File: config.mk
export PLATFORM = sky130hd
export DESIGN_NAME = dipolar_field_accumulator_top
export DESIGN_NICKNAME = d
export VERILOG_FILES = /design/src/dfa_pkg.sv /design/src/dfa_front.sv /design/src/dfa_div.sv /design/src/dfa_back.sv /design/src/dipolar_field_accumulator_top.sv
export VERILOG_INCLUDE_DIRS = /design/src /design/src/src
export SDC_FILE = /design/constraint.sdc
export NUM_CORES = 2
export LEC_CHECK = 0
export ABC_AREA = 1
export BUFFER_PORTS_ARGS = -buffer_cell sky130_fd_sc_hd__buf_2
export CORE_MARGIN = 2
export CORE_UTILIZATION = 45
export CTS_CLUSTER_SIZE = 30
export DETAILED_ROUTE_END_ITERATION = 10
export SYNTH_ARGS = -nofsm -noshare
export SYNTH_HDL_FRONTEND = slang
export SYNTH_SLANG_ARGS = --single-unit
export TNS_END_PERCENT = 50
File: constraint.sdc
create_clock -name i_clk -period 14.2 [get_ports i_clk]
set_input_delay 2.84 -clock i_clk [delete_from_list [all_inputs] [get_ports i_clk]]
set_output_delay 2.84 -clock i_clk [all_outputs]
set_load 0.03 [all_outputs]
File: src/assert_macros.svh
// Assertion helpers, sampled on the rising clock edge, off while reset is low.
`ifndef ASSERT_MACROS_SVH
`define ASSERT_MACROS_SVH

// Property holds in the same cycle.
`define DFA_ASSERT(name, cond) \
    name: assert property (@(posedge i_clk) disable iff (!i_rst_n) (cond)) \
        else $error("dfa assertion failed");

// Consequent holds in the cycle after the antecedent.
`define DFA_ASSERT_NEXT(name, ante, cons) \
    name: assert property (@(posedge i_clk) disable iff (!i_rst_n) (ante) |=> (cons)) \
        else $error("dfa assertion failed");

`endif

File: src/dfa_pkg.sv
package dfa_pkg;

    localparam int FRAC_BITS = 16;
    localparam int VOL_W     = 31;
    localparam int DIST_W    = 31;
    localparam int PREF_W    = 31;
    localparam int VAL_W     = 32;
    localparam int ACC_W     = 48;
    localparam int PROD_W    = 2 * VAL_W;
    localparam int SH_W      = PROD_W - FRAC_BITS;
    localparam int WIDE_W    = SH_W + 3;
    localparam int DVD_W     = VOL_W + FRAC_BITS;
    localparam int DIV_STEPS = DVD_W;
    localparam int DIV_CNT_W = $clog2(DIV_STEPS);
    localparam int IN_DATA_W = 256;
    localparam int OUT_DATA_W = 96;
    localparam int Q_DEPTH   = 2;

    localparam logic [PREF_W-1:0] PREF_RESET = PREF_W'(1) << FRAC_BITS;

    typedef struct packed {
        logic [VOL_W-1:0]        source_volume;
        logic [DIST_W-1:0]       dist_cube;
        logic signed [VAL_W-1:0] moment_x;
        logic signed [VAL_W-1:0] moment_y;
        logic signed [VAL_W-1:0] moment_z;
        logic signed [VAL_W-1:0] dir_x;
        logic signed [VAL_W-1:0] dir_y;
        logic signed [VAL_W-1:0] dir_z;
        logic                    last_term;
    } t_item;

    typedef struct packed {
        logic  valid;
        t_item item;
    } t_queue_out;

    typedef struct packed {
        logic                    clip;
        logic signed [VAL_W-1:0] val;
    } t_sat;

    typedef enum logic [3:0] {
        S_IDLE,
        S_DIV,
        S_DOT_MUL,
        S_DOT_ACC,
        S_COEF_MUL,
        S_COEF,
        S_AX_MUL1,
        S_AX_INNER,
        S_AX_MUL2,
        S_AX_ACC,
        S_DONE
    } t_state;

endpackage

File: src/dfa_front.sv
module dfa_front (
    input  logic                             i_clk,
    input  logic                             i_rst_n,
    input  logic                             s_axis_tvalid,
    output logic                             s_axis_tready,
    input  logic [dfa_pkg::IN_DATA_W-1:0]    s_axis_tdata,
    input  logic                             s_axis_tlast,
    input  logic                             i_pop,
    output dfa_pkg::t_queue_out              o_head
);

    localparam int PTR_W = $clog2(dfa_pkg::Q_DEPTH);

    dfa_pkg::t_item         r_mem [dfa_pkg::Q_DEPTH];
    logic [PTR_W-1:0]       r_wr;
    logic [PTR_W-1:0]       r_rd;
    logic [PTR_W:0]         r_cnt;
    dfa_pkg::t_item         w_in;
    logic                   w_push;
    logic                   w_pop;

    // Unpack beat: volume, cube, moment xyz, direction xyz from bit 0 up.
    always_comb begin
        w_in.source_volume = s_axis_tdata[30:0];
        w_in.dist_cube     = s_axis_tdata[61:31];
        w_in.moment_x      = s_axis_tdata[93:62];
        w_in.moment_y      = s_axis_tdata[125:94];
        w_in.moment_z      = s_axis_tdata[157:126];
        w_in.dir_x         = s_axis_tdata[189:158];
        w_in.dir_y         = s_axis_tdata[221:190];
        w_in.dir_z         = s_axis_tdata[253:222];
        w_in.last_term     = s_axis_tlast;
    end

    assign s_axis_tready = (r_cnt != (PTR_W+1)'(dfa_pkg::Q_DEPTH));
    assign w_push        = s_axis_tvalid && s_axis_tready;
    assign w_pop         = i_pop && (r_cnt != '0);
    assign o_head.valid  = (r_cnt != '0);
    assign o_head.item   = r_mem[r_rd];

    always_ff @(posedge i_clk) begin
        if (w_push) begin
            r_mem[r_wr] <= w_in;
        end
    end

    always_ff @(posedge i_clk) begin
        if (!i_rst_n) begin
            r_wr  <= '0;
            r_rd  <= '0;
            r_cnt <= '0;
        end else begin
            if (w_push) begin
                r_wr <= r_wr + PTR_W'(1);
            end
            if (w_pop) begin
                r_rd <= r_rd + PTR_W'(1);
            end
            case ({w_push, w_pop})
                2'b10:   r_cnt <= r_cnt + (PTR_W+1)'(1);
                2'b01:   r_cnt <= r_cnt - (PTR_W+1)'(1);
                default: r_cnt <= r_cnt;
            endcase
        end
    end

endmodule

File: src/dfa_div.sv
module dfa_div (
    input  logic                           i_clk,
    input  logic                           i_rst_n,
    input  logic                           i_start,
    input  logic [dfa_pkg::DVD_W-1:0]      i_dividend,
    input  logic [dfa_pkg::DIST_W-1:0]     i_divisor,
    output logic                           o_busy,
    output logic [dfa_pkg::DVD_W-1:0]      o_quot
);

    logic                           r_busy;
    logic [dfa_pkg::DIV_CNT_W-1:0]  r_cnt;
    logic [dfa_pkg::DIST_W:0]       r_rem;
    logic [dfa_pkg::DVD_W-1:0]      r_dvd;
    logic [dfa_pkg::DVD_W-1:0]      r_quo;
    logic [dfa_pkg::DIST_W-1:0]     r_dsr;
    logic [dfa_pkg::DIST_W:0]       w_trial;
    logic                           w_ge;

    // Restoring division, one quotient bit a cycle. A zero divisor yields all ones.
    assign w_trial = {r_rem[dfa_pkg::DIST_W-1:0], r_dvd[dfa_pkg::DVD_W-1]};
    assign w_ge    = (w_trial >= {1'b0, r_dsr});
    assign o_busy  = r_busy;
    assign o_quot  = r_quo;

    always_ff @(posedge i_clk) begin
        if (i_start) begin
            r_rem <= '0;
            r_dvd <= i_dividend;
            r_dsr <= i_divisor;
            r_quo <= '0;
        end else if (r_busy) begin
            r_rem <= w_ge ? (w_trial - {1'b0, r_dsr}) : w_trial;
            r_dvd <= {r_dvd[dfa_pkg::DVD_W-2:0], 1'b0};
            r_quo <= {r_quo[dfa_pkg::DVD_W-2:0], w_ge};
        end
    end

    always_ff @(posedge i_clk) begin
        if (!i_rst_n) begin
            r_busy <= 1'b0;
            r_cnt  <= '0;
        end else if (i_start) begin
            r_busy <= 1'b1;
            r_cnt  <= '0;
        end else if (r_busy) begin
            r_cnt <= r_cnt + dfa_pkg::DIV_CNT_W'(1);
            if (r_cnt == dfa_pkg::DIV_CNT_W'(dfa_pkg::DIV_STEPS - 1)) begin
                r_busy <= 1'b0;
            end
        end
    end

endmodule

File: src/dfa_back.sv
`include "assert_macros.svh"

module dfa_back (
    input  logic                               i_clk,
    input  logic                               i_rst_n,
    input  logic [dfa_pkg::PREF_W-1:0]         i_prefactor,
    input  dfa_pkg::t_queue_out                i_head,
    output logic                               o_pop,
    output logic                               o_out_valid,
    input  logic                               i_out_ready,
    output logic [dfa_pkg::OUT_DATA_W-1:0]     o_out_data,
    output logic                               o_out_sat
);

    localparam logic signed [dfa_pkg::WIDE_W-1:0] MAX32 =
        dfa_pkg::WIDE_W'(64'sd2147483647);
    localparam logic signed [dfa_pkg::WIDE_W-1:0] MIN32 =
        dfa_pkg::WIDE_W'(-64'sd2147483648);
    localparam logic signed [dfa_pkg::ACC_W:0] MAX48 =
        (dfa_pkg::ACC_W+1)'(64'sd140737488355327);
    localparam logic signed [dfa_pkg::ACC_W:0] MIN48 =
        (dfa_pkg::ACC_W+1)'(-64'sd140737488355328);

    function automatic dfa_pkg::t_sat sat32(input logic signed [dfa_pkg::WIDE_W-1:0] x);
        dfa_pkg::t_sat r;
        if (x > MAX32) begin
            r.clip = 1'b1;
            r.val  = dfa_pkg::VAL_W'(MAX32);
        end else if (x < MIN32) begin
            r.clip = 1'b1;
            r.val  = dfa_pkg::VAL_W'(MIN32);
        end else begin
            r.clip = 1'b0;
            r.val  = dfa_pkg::VAL_W'(x);
        end
        return r;
    endfunction

    dfa_pkg::t_state                     r_state;
    dfa_pkg::t_state                     n_state;
    dfa_pkg::t_item                      r_item;
    logic [1:0]                          r_k;
    logic signed [dfa_pkg::WIDE_W-1:0]   r_dacc;
    logic signed [dfa_pkg::VAL_W-1:0]    r_dot;
    logic [dfa_pkg::PREF_W-1:0]          r_coef;
    logic signed [dfa_pkg::VAL_W-1:0]    r_inner;
    logic signed [dfa_pkg::PROD_W-1:0]   r_prod;
    logic signed [dfa_pkg::ACC_W-1:0]    r_sum [3];
    logic                                r_clip;
    logic                                r_out_valid;
    logic [dfa_pkg::OUT_DATA_W-1:0]      r_out_data;
    logic                                r_out_sat;

    logic                                w_pop;
    logic                                w_mul_en;
    logic                                w_load;
    logic                                w_div_busy;
    logic [dfa_pkg::DVD_W-1:0]           w_quot;
    logic signed [dfa_pkg::VAL_W-1:0]    w_mul_a;
    logic signed [dfa_pkg::VAL_W-1:0]    w_mul_b;
    logic signed [dfa_pkg::VAL_W-1:0]    w_m_k;
    logic signed [dfa_pkg::VAL_W-1:0]    w_d_k;
    logic                                w_ratio_ovf;
    logic [dfa_pkg::DIST_W-1:0]          w_ratio;
    logic signed [dfa_pkg::SH_W-1:0]     w_prod_sh;
    logic signed [dfa_pkg::WIDE_W-1:0]   w_prod_wide;
    logic [dfa_pkg::PROD_W-1:0]          w_cprod;
    logic signed [dfa_pkg::WIDE_W-1:0]   w_inner_wide;
    dfa_pkg::t_sat                       w_dot_sat;
    dfa_pkg::t_sat                       w_inner_sat;
    dfa_pkg::t_sat                       w_term_sat;
    dfa_pkg::t_sat                       w_fx;
    dfa_pkg::t_sat                       w_fy;
    dfa_pkg::t_sat                       w_fz;
    logic signed [dfa_pkg::ACC_W:0]      w_sum_next;
    logic signed [dfa_pkg::ACC_W-1:0]    w_sum_clip;
    logic                                w_sum_ovf;
    logic                                w_last_k;
    logic                                w_can_load;

    dfa_div u_div (
        .i_clk      (i_clk),
        .i_rst_n    (i_rst_n),
        .i_start    (w_pop),
        .i_dividend ({i_head.item.source_volume, dfa_pkg::FRAC_BITS'(0)}),
        .i_divisor  (i_head.item.dist_cube),
        .o_busy     (w_div_busy),
        .o_quot     (w_quot)
    );

    always_comb begin
        case (r_k)
            2'd0:    begin w_m_k = r_item.moment_x; w_d_k = r_item.dir_x; end
            2'd1:    begin w_m_k = r_item.moment_y; w_d_k = r_item.dir_y; end
            default: begin w_m_k = r_item.moment_z; w_d_k = r_item.dir_z; end
        endcase
    end

    assign w_last_k    = (r_k == 2'd2);
    assign w_can_load  = !r_out_valid || i_out_ready;
    assign w_ratio_ovf = |w_quot[dfa_pkg::DVD_W-1:dfa_pkg::DIST_W];
    assign w_ratio     = w_ratio_ovf ? '1 : w_quot[dfa_pkg::DIST_W-1:0];
    assign w_prod_sh   = dfa_pkg::SH_W'(r_prod >>> dfa_pkg::FRAC_BITS);
    assign w_prod_wide = dfa_pkg::WIDE_W'(w_prod_sh);
    assign w_cprod     = dfa_pkg::PROD_W'(r_prod) >> dfa_pkg::FRAC_BITS;
    assign w_inner_wide = w_prod_wide + (w_prod_wide <<< 1) - dfa_pkg::WIDE_W'(w_m_k);
    assign w_dot_sat   = sat32(r_dacc);
    assign w_inner_sat = sat32(w_inner_wide);
    assign w_term_sat  = sat32(w_prod_wide);
    assign w_sum_next  = (dfa_pkg::ACC_W+1)'(r_sum[r_k])
                       + (dfa_pkg::ACC_W+1)'(w_term_sat.val);
    assign w_sum_ovf   = (w_sum_next > MAX48) || (w_sum_next < MIN48);
    assign w_sum_clip  = (w_sum_next > MAX48) ? dfa_pkg::ACC_W'(MAX48) :
                         (w_sum_next < MIN48) ? dfa_pkg::ACC_W'(MIN48) :
                         dfa_pkg::ACC_W'(w_sum_next);
    assign w_fx        = sat32(dfa_pkg::WIDE_W'(r_sum[0]));
    assign w_fy        = sat32(dfa_pkg::WIDE_W'(r_sum[1]));
    assign w_fz        = sat32(dfa_pkg::WIDE_W'(r_sum[2]));

    // Next state.
    always_comb begin
        n_state = r_state;
        unique case (r_state)
            dfa_pkg::S_IDLE:     if (i_head.valid) n_state = dfa_pkg::S_DIV;
            dfa_pkg::S_DIV:      if (!w_div_busy) n_state = dfa_pkg::S_DOT_MUL;
            dfa_pkg::S_DOT_MUL:  n_state = dfa_pkg::S_DOT_ACC;
            dfa_pkg::S_DOT_ACC:  n_state = w_last_k ? dfa_pkg::S_COEF_MUL : dfa_pkg::S_DOT_MUL;
            dfa_pkg::S_COEF_MUL: n_state = dfa_pkg::S_COEF;
            dfa_pkg::S_COEF:     n_state = dfa_pkg::S_AX_MUL1;
            dfa_pkg::S_AX_MUL1:  n_state = dfa_pkg::S_AX_INNER;
            dfa_pkg::S_AX_INNER: n_state = dfa_pkg::S_AX_MUL2;
            dfa_pkg::S_AX_MUL2:  n_state = dfa_pkg::S_AX_ACC;
            dfa_pkg::S_AX_ACC:   n_state = w_last_k ? dfa_pkg::S_DONE : dfa_pkg::S_AX_MUL1;
            dfa_pkg::S_DONE: begin
                if (!r_item.last_term || w_can_load) n_state = dfa_pkg::S_IDLE;
            end
            default:             n_state = dfa_pkg::S_IDLE;
        endcase
    end

    // Control outputs and multiplier operand select.
    always_comb begin
        w_pop    = 1'b0;
        w_mul_en = 1'b0;
        w_load   = 1'b0;
        w_mul_a  = w_m_k;
        w_mul_b  = w_d_k;
        unique case (r_state)
            dfa_pkg::S_IDLE:     w_pop = i_head.valid;
            dfa_pkg::S_DOT_MUL:  w_mul_en = 1'b1;
            dfa_pkg::S_COEF_MUL: begin
                w_mul_en = 1'b1;
                w_mul_a  = {1'b0, i_prefactor};
                w_mul_b  = {1'b0, w_ratio};
            end
            dfa_pkg::S_AX_MUL1: begin
                w_mul_en = 1'b1;
                w_mul_a  = r_dot;
                w_mul_b  = w_d_k;
            end
            dfa_pkg::S_AX_MUL2: begin
                w_mul_en = 1'b1;
                w_mul_a  = {1'b0, r_coef};
                w_mul_b  = r_inner;
            end
            dfa_pkg::S_DONE:     w_load = r_item.last_term && w_can_load;
            default: begin
            end
        endcase
    end

    assign o_pop       = w_pop;
    assign o_out_valid = r_out_valid;
    assign o_out_data  = r_out_data;
    assign o_out_sat   = r_out_sat;

    always_ff @(posedge i_clk) begin
        if (w_pop) begin
            r_item <= i_head.item;
        end
        if (w_mul_en) begin
            r_prod <= w_mul_a * w_mul_b;
        end
        if (w_pop) begin
            r_dacc <= '0;
        end else if (r_state == dfa_pkg::S_DOT_ACC) begin
            r_dacc <= r_dacc + w_prod_wide;
        end
        if (r_state == dfa_pkg::S_COEF_MUL) begin
            r_dot <= w_dot_sat.val;
        end
        if (r_state == dfa_pkg::S_COEF) begin
            r_coef <= (|w_cprod[dfa_pkg::PROD_W-1:dfa_pkg::PREF_W]) ? '1 :
                      w_cprod[dfa_pkg::PREF_W-1:0];
        end
        if (r_state == dfa_pkg::S_AX_INNER) begin
            r_inner <= w_inner_sat.val;
        end
        if (w_load) begin
            r_out_data <= {w_fz.val, w_fy.val, w_fx.val};
            r_out_sat  <= r_clip | w_fx.clip | w_fy.clip | w_fz.clip;
        end
    end

    always_ff @(posedge i_clk) begin
        if (!i_rst_n) begin
            r_state     <= dfa_pkg::S_IDLE;
            r_k         <= '0;
            r_sum[0]    <= '0;
            r_sum[1]    <= '0;
            r_sum[2]    <= '0;
            r_clip      <= 1'b0;
            r_out_valid <= 1'b0;
        end else begin
            r_state <= n_state;
            if ((r_state == dfa_pkg::S_DOT_ACC) || (r_state == dfa_pkg::S_AX_ACC)) begin
                r_k <= w_last_k ? 2'd0 : r_k + 2'd1;
            end
            case (r_state)
                dfa_pkg::S_DIV: begin
                    if (!w_div_busy && w_ratio_ovf) r_clip <= 1'b1;
                end
                dfa_pkg::S_COEF_MUL: begin
                    if (w_dot_sat.clip) r_clip <= 1'b1;
                end
                dfa_pkg::S_COEF: begin
                    if (|w_cprod[dfa_pkg::PROD_W-1:dfa_pkg::PREF_W]) r_clip <= 1'b1;
                end
                dfa_pkg::S_AX_INNER: begin
                    if (w_inner_sat.clip) r_clip <= 1'b1;
                end
                dfa_pkg::S_AX_ACC: begin
                    r_sum[r_k] <= w_sum_clip;
                    if (w_term_sat.clip || w_sum_ovf) r_clip <= 1'b1;
                end
                dfa_pkg::S_DONE: begin
                    if (w_load) begin
                        r_sum[0] <= '0;
                        r_sum[1] <= '0;
                        r_sum[2] <= '0;
                        r_clip   <= 1'b0;
                    end
                end
                default: begin
                end
            endcase
            if (w_load) begin
                r_out_valid <= 1'b1;
            end else if (i_out_ready) begin
                r_out_valid <= 1'b0;
            end
        end
    end

    `DFA_ASSERT_NEXT(a_clear_after_emit, w_load,
        (r_sum[0] == '0) && (r_sum[1] == '0) && (r_sum[2] == '0) && !r_clip)
    `DFA_ASSERT(a_axis_range, r_k != 2'd3)
    `DFA_ASSERT(a_div_idle, (r_state == dfa_pkg::S_IDLE) |-> !w_div_busy)

endmodule

File: src/dipolar_field_accumulator_top.sv
// Channel     Dir  Beat contents
// s_axis      in   tdata: volume, cube, moment x/y/z, dir x/y/z; tlast: last term
// m_axis      out  tdata: field x/y/z; tuser: saturated (on last term only)
// i_cfg_*     in   prefactor write
// An item is dequeued, then goes through the bit-serial divider (47 steps) and the
// term math on the one shared 32x32 multiplier (product registered).
// A two-beat queue keeps taking input, until it is full, while an item is worked on.
// Reset is synchronous, active low; the prefactor returns to 1.0.
// A full output register stalls the back end on a last term until the beat is taken.
module dipolar_field_accumulator_top (
    input  logic                              i_clk,
    input  logic                              i_rst_n,
    input  logic                              i_cfg_we,
    input  logic [dfa_pkg::PREF_W-1:0]        i_cfg_wdata,
    input  logic                              s_axis_tvalid,
    output logic                              s_axis_tready,
    // source_volume, dist_cube, moment_x/y/z, dir_x/y/z, zero pad from bit 0 up
    input  logic [dfa_pkg::IN_DATA_W-1:0]     s_axis_tdata,
    input  logic                              s_axis_tlast,
    output logic                              m_axis_tvalid,
    input  logic                              m_axis_tready,
    // field_x, field_y, field_z from bit 0 up
    output logic [dfa_pkg::OUT_DATA_W-1:0]    m_axis_tdata,
    // saturated
    output logic                              m_axis_tuser
);

    logic [dfa_pkg::PREF_W-1:0]  r_prefactor;
    dfa_pkg::t_queue_out         w_head;
    logic                        w_pop;

    always_ff @(posedge i_clk) begin
        if (!i_rst_n) begin
            r_prefactor <= dfa_pkg::PREF_RESET;
        end else if (i_cfg_we) begin
            r_prefactor <= i_cfg_wdata;
        end
    end

    dfa_front u_front (
        .i_clk         (i_clk),
        .i_rst_n       (i_rst_n),
        .s_axis_tvalid (s_axis_tvalid),
        .s_axis_tready (s_axis_tready),
        .s_axis_tdata  (s_axis_tdata),
        .s_axis_tlast  (s_axis_tlast),
        .i_pop         (w_pop),
        .o_head        (w_head)
    );

    dfa_back u_back (
        .i_clk       (i_clk),
        .i_rst_n     (i_rst_n),
        .i_prefactor (r_prefactor),
        .i_head      (w_head),
        .o_pop       (w_pop),
        .o_out_valid (m_axis_tvalid),
        .i_out_ready (m_axis_tready),
        .o_out_data  (m_axis_tdata),
        .o_out_sat   (m_axis_tuser)
    );

endmodule
==> results.yml <==
placement:
  dp_hpwl_um: 252000
  numPlacedInstances: 14200
  port-buffer-count: 389
  gp_congestion: 0.971
timing:
  final-setup-viol-count: 0
  maxSlewHeadroom: 0.155
  fin_crit_sh: 0.804
  worst-slew-pin-transition_ns: 1.25
  hold_viol_final: 0
  rsz0062_at_grt: "no"
  clock_skew_ns: 0.0854
  maxSlewViolCount: 0
  min_period_ns: 11.41
  max_freq_mhz: 87.6
clock_tree:
  cts_resized: 0
  postCtsSetupBuffers: 0
  h-tree-depth: 4
  cts_tree: "built"
  clkLatencyLatePin_ns: 0.83
  ctsHoldBuffers: 0
  clk_path_buf_depth: 3
  clkSinkCount: 1379
  cts_root_buffer: "clkbuf_16"
  cts_buffers: 148
  clk_pin_slew_ns: 0.06
global_route:
  grt_pass1_wl_um: 493000
  first_global_vias: 79300
  grtUsageTotal: 0.287
  grt_max_degree: 147
  grt-ovfl-total: 0
  antenna_found_initial: 30
drt:
  post_drt_wl_per_cell_um: 22.7
  wl_um: 328000
  via_per_inst: 5.38
  detail-route-antenna-nets: 0
  drtIter0Drc: 7038
  route.detailed.drc: 0
  vias: 77700
  first_pass_iters: 6
setup_path:
  critPathRequiredTime_ns: 14.70
  cpMaxStageDelayCell: "clkinv_1"
  cp-startpoint: "u_back.r_k[1]"
  end_kind: "flip-flop"
  crit_top_cell: "fa_1"
  critical_path_buf_inv_count: 6
  path_depth: 31
  critPathTopFamily: "adder cells"
  worstSetupPathType: "flip-flop to flip-flop"
  path_max_fanout: 36
  crit_path_start_kind: "flip-flop"
  reg2reg_depth: 31
  cpPeakStageDelay_ns: 0.80
  cp.arrival_ns: 11.92
  reg2reg_slack_ns: 2.79
  crit-reg2reg-launch: "u_back.r_k[1]"
logic_synthesis:
  syn-cell-area_sq_mm: 0.102
  synth-edff-count: 1197
  syn_avg_cell_area_sq_um: 9.23
  ys_ff_latch: 1379
  yosys_warnings: 0
  synth-seq-area-share: 0.388
  synth_cells: 11100
  syn_nets: 12800
  async_flop_share: 0
  ys.flop_type: "edfxtp_1"
  yosysUniqueCellTypes: 70
floorplan:
  die_h_um: 480
  initial_utilization: 0.453
  die_area_sq_mm: 0.231
  die_x_um: 480
  coreArea_sq_mm: 0.225
  fp-row-count: 174
  io_pins: 392
min_path:
  hold_path_class: "flip-flop to flip-flop"
  hold_depth: 1
  hold_start: "u_front.r_rd"
cells_and_area:
  nets: 13100
  fin_cells: 14400
  final_cell_mix: "nand2_1 (2,411), inv_1 (1,986), nor2_1 (1,249)"
  syn_to_final_growth_pct: 9.91
  fillers: 21200
  layout_commonest_cell: "nand2_1"
  drive_above_1_share: 0.0728
status:
  status: "completed"
run:
  drv_cap: 0
## layer usage
metal	global-route usage	vias up	part of all wire
met5	0	-	0.00050
met4	0.111	28	0.043
met3	0.0413	561	0.072
met2	0.459	2911	0.46
met1	0.395	38800	0.42
li1	-	35500	-
## final timing paths
check | endpoint
hold reg to reg | flip-flop
setup reg to reg | u_back.r_prod[51]
setup / recovery | u_back.r_prod[51]
hold / removal | flip-flop
## cells by family after synthesis
logic type / count (synthesis) / share of synthesized area
adders and majority gates: 1494 / 0.266
buffers and inverters: 2428 / 0.0904
AOI/OAI and AO/OA: 1542 / 0.0845
DFF: 1379 / 0.388
and+or+nand+nor: 4044 / 0.156
xor gates and xnor gates: 173 / 0.0148
## Yosys cell counts, drive strengths merged (43+ instances only)
library cell / n / share of area
a21oi: 574 / 0.029
a22oi: 46 / 0.0034
buf: 89 / 0.0043
clkbuf: 316 / 0.012
dfxtp: 182 / 0.036
edfxtp: 1197 / 0.35
fa: 1132 / 0.22
ha: 362 / 0.044
inv: 2004 / 0.074
nand2: 2431 / 0.090
nand3: 139 / 0.0070
nand4: 60 / 0.0038
nor2: 1262 / 0.047
nor3: 75 / 0.0037
nor4: 43 / 0.0026
o21ai: 619 / 0.031
o22ai: 68 / 0.0042
xnor2: 78 / 0.0067
xor2: 95 / 0.0082
## area by class of cell
class / count / area, sq um / share of cell area
Inverter: 2023 / 7610 / 0.0679
Clock buffer: 196 / 3950 / 0.0352
Antenna cell: 10 / 25.0 / 0.000223
Timing Repair Buffer: 518 / 2940 / 0.0262
Multi-Input combinational cell: 7253 / 53400 / 0.476
Sequential cell: 1379 / 39600 / 0.353
Clock inverter: 78 / 902 / 0.00804
Tap cell: 2992 / 3740 / 0.0334
## flip-flops by register name, indices dropped and copies added, names as in the netlist, 2 cells and up, named ones only
name                 count
u_back.u_div.r_cnt       6
u_front.r_cnt            2
u_back.u_div.r_dsr      31
u_back.r_sum           192
u_back.o_out_data       96
u_front.r_mem          510
r_prefactor             31
u_back.u_div.o_quot     47
u_back.r_k               2
u_back.r_coef           31
u_back.r_item          193
u_back.r_inner          32
u_back.r_dot            32
u_back.u_div.r_rem      31
u_back.u_div.r_dvd      31
u_back.r_prod           48
u_back.r_state           4
u_back.r_dacc           51
## through the flow
step	util	cell area, sq um	setup TNS, ns	setup WS (ns)	hold WS (ns)
after CTS	0.498	112000	0	2.88	0.448
after global placement	0.477	107000	0	2.92	0.425
after floorplan	-	102000	-48.48	-0.190	0.426
after global routing	0.498	112000	0	2.34	0.474
final	0.498	112000	0	2.79	0.445
after detailed placement	0.477	107000	0	2.91	0.437
Power is not shown: default switching activity piles up to over one toggle a cycle in this logic, so the estimate is an artifact.
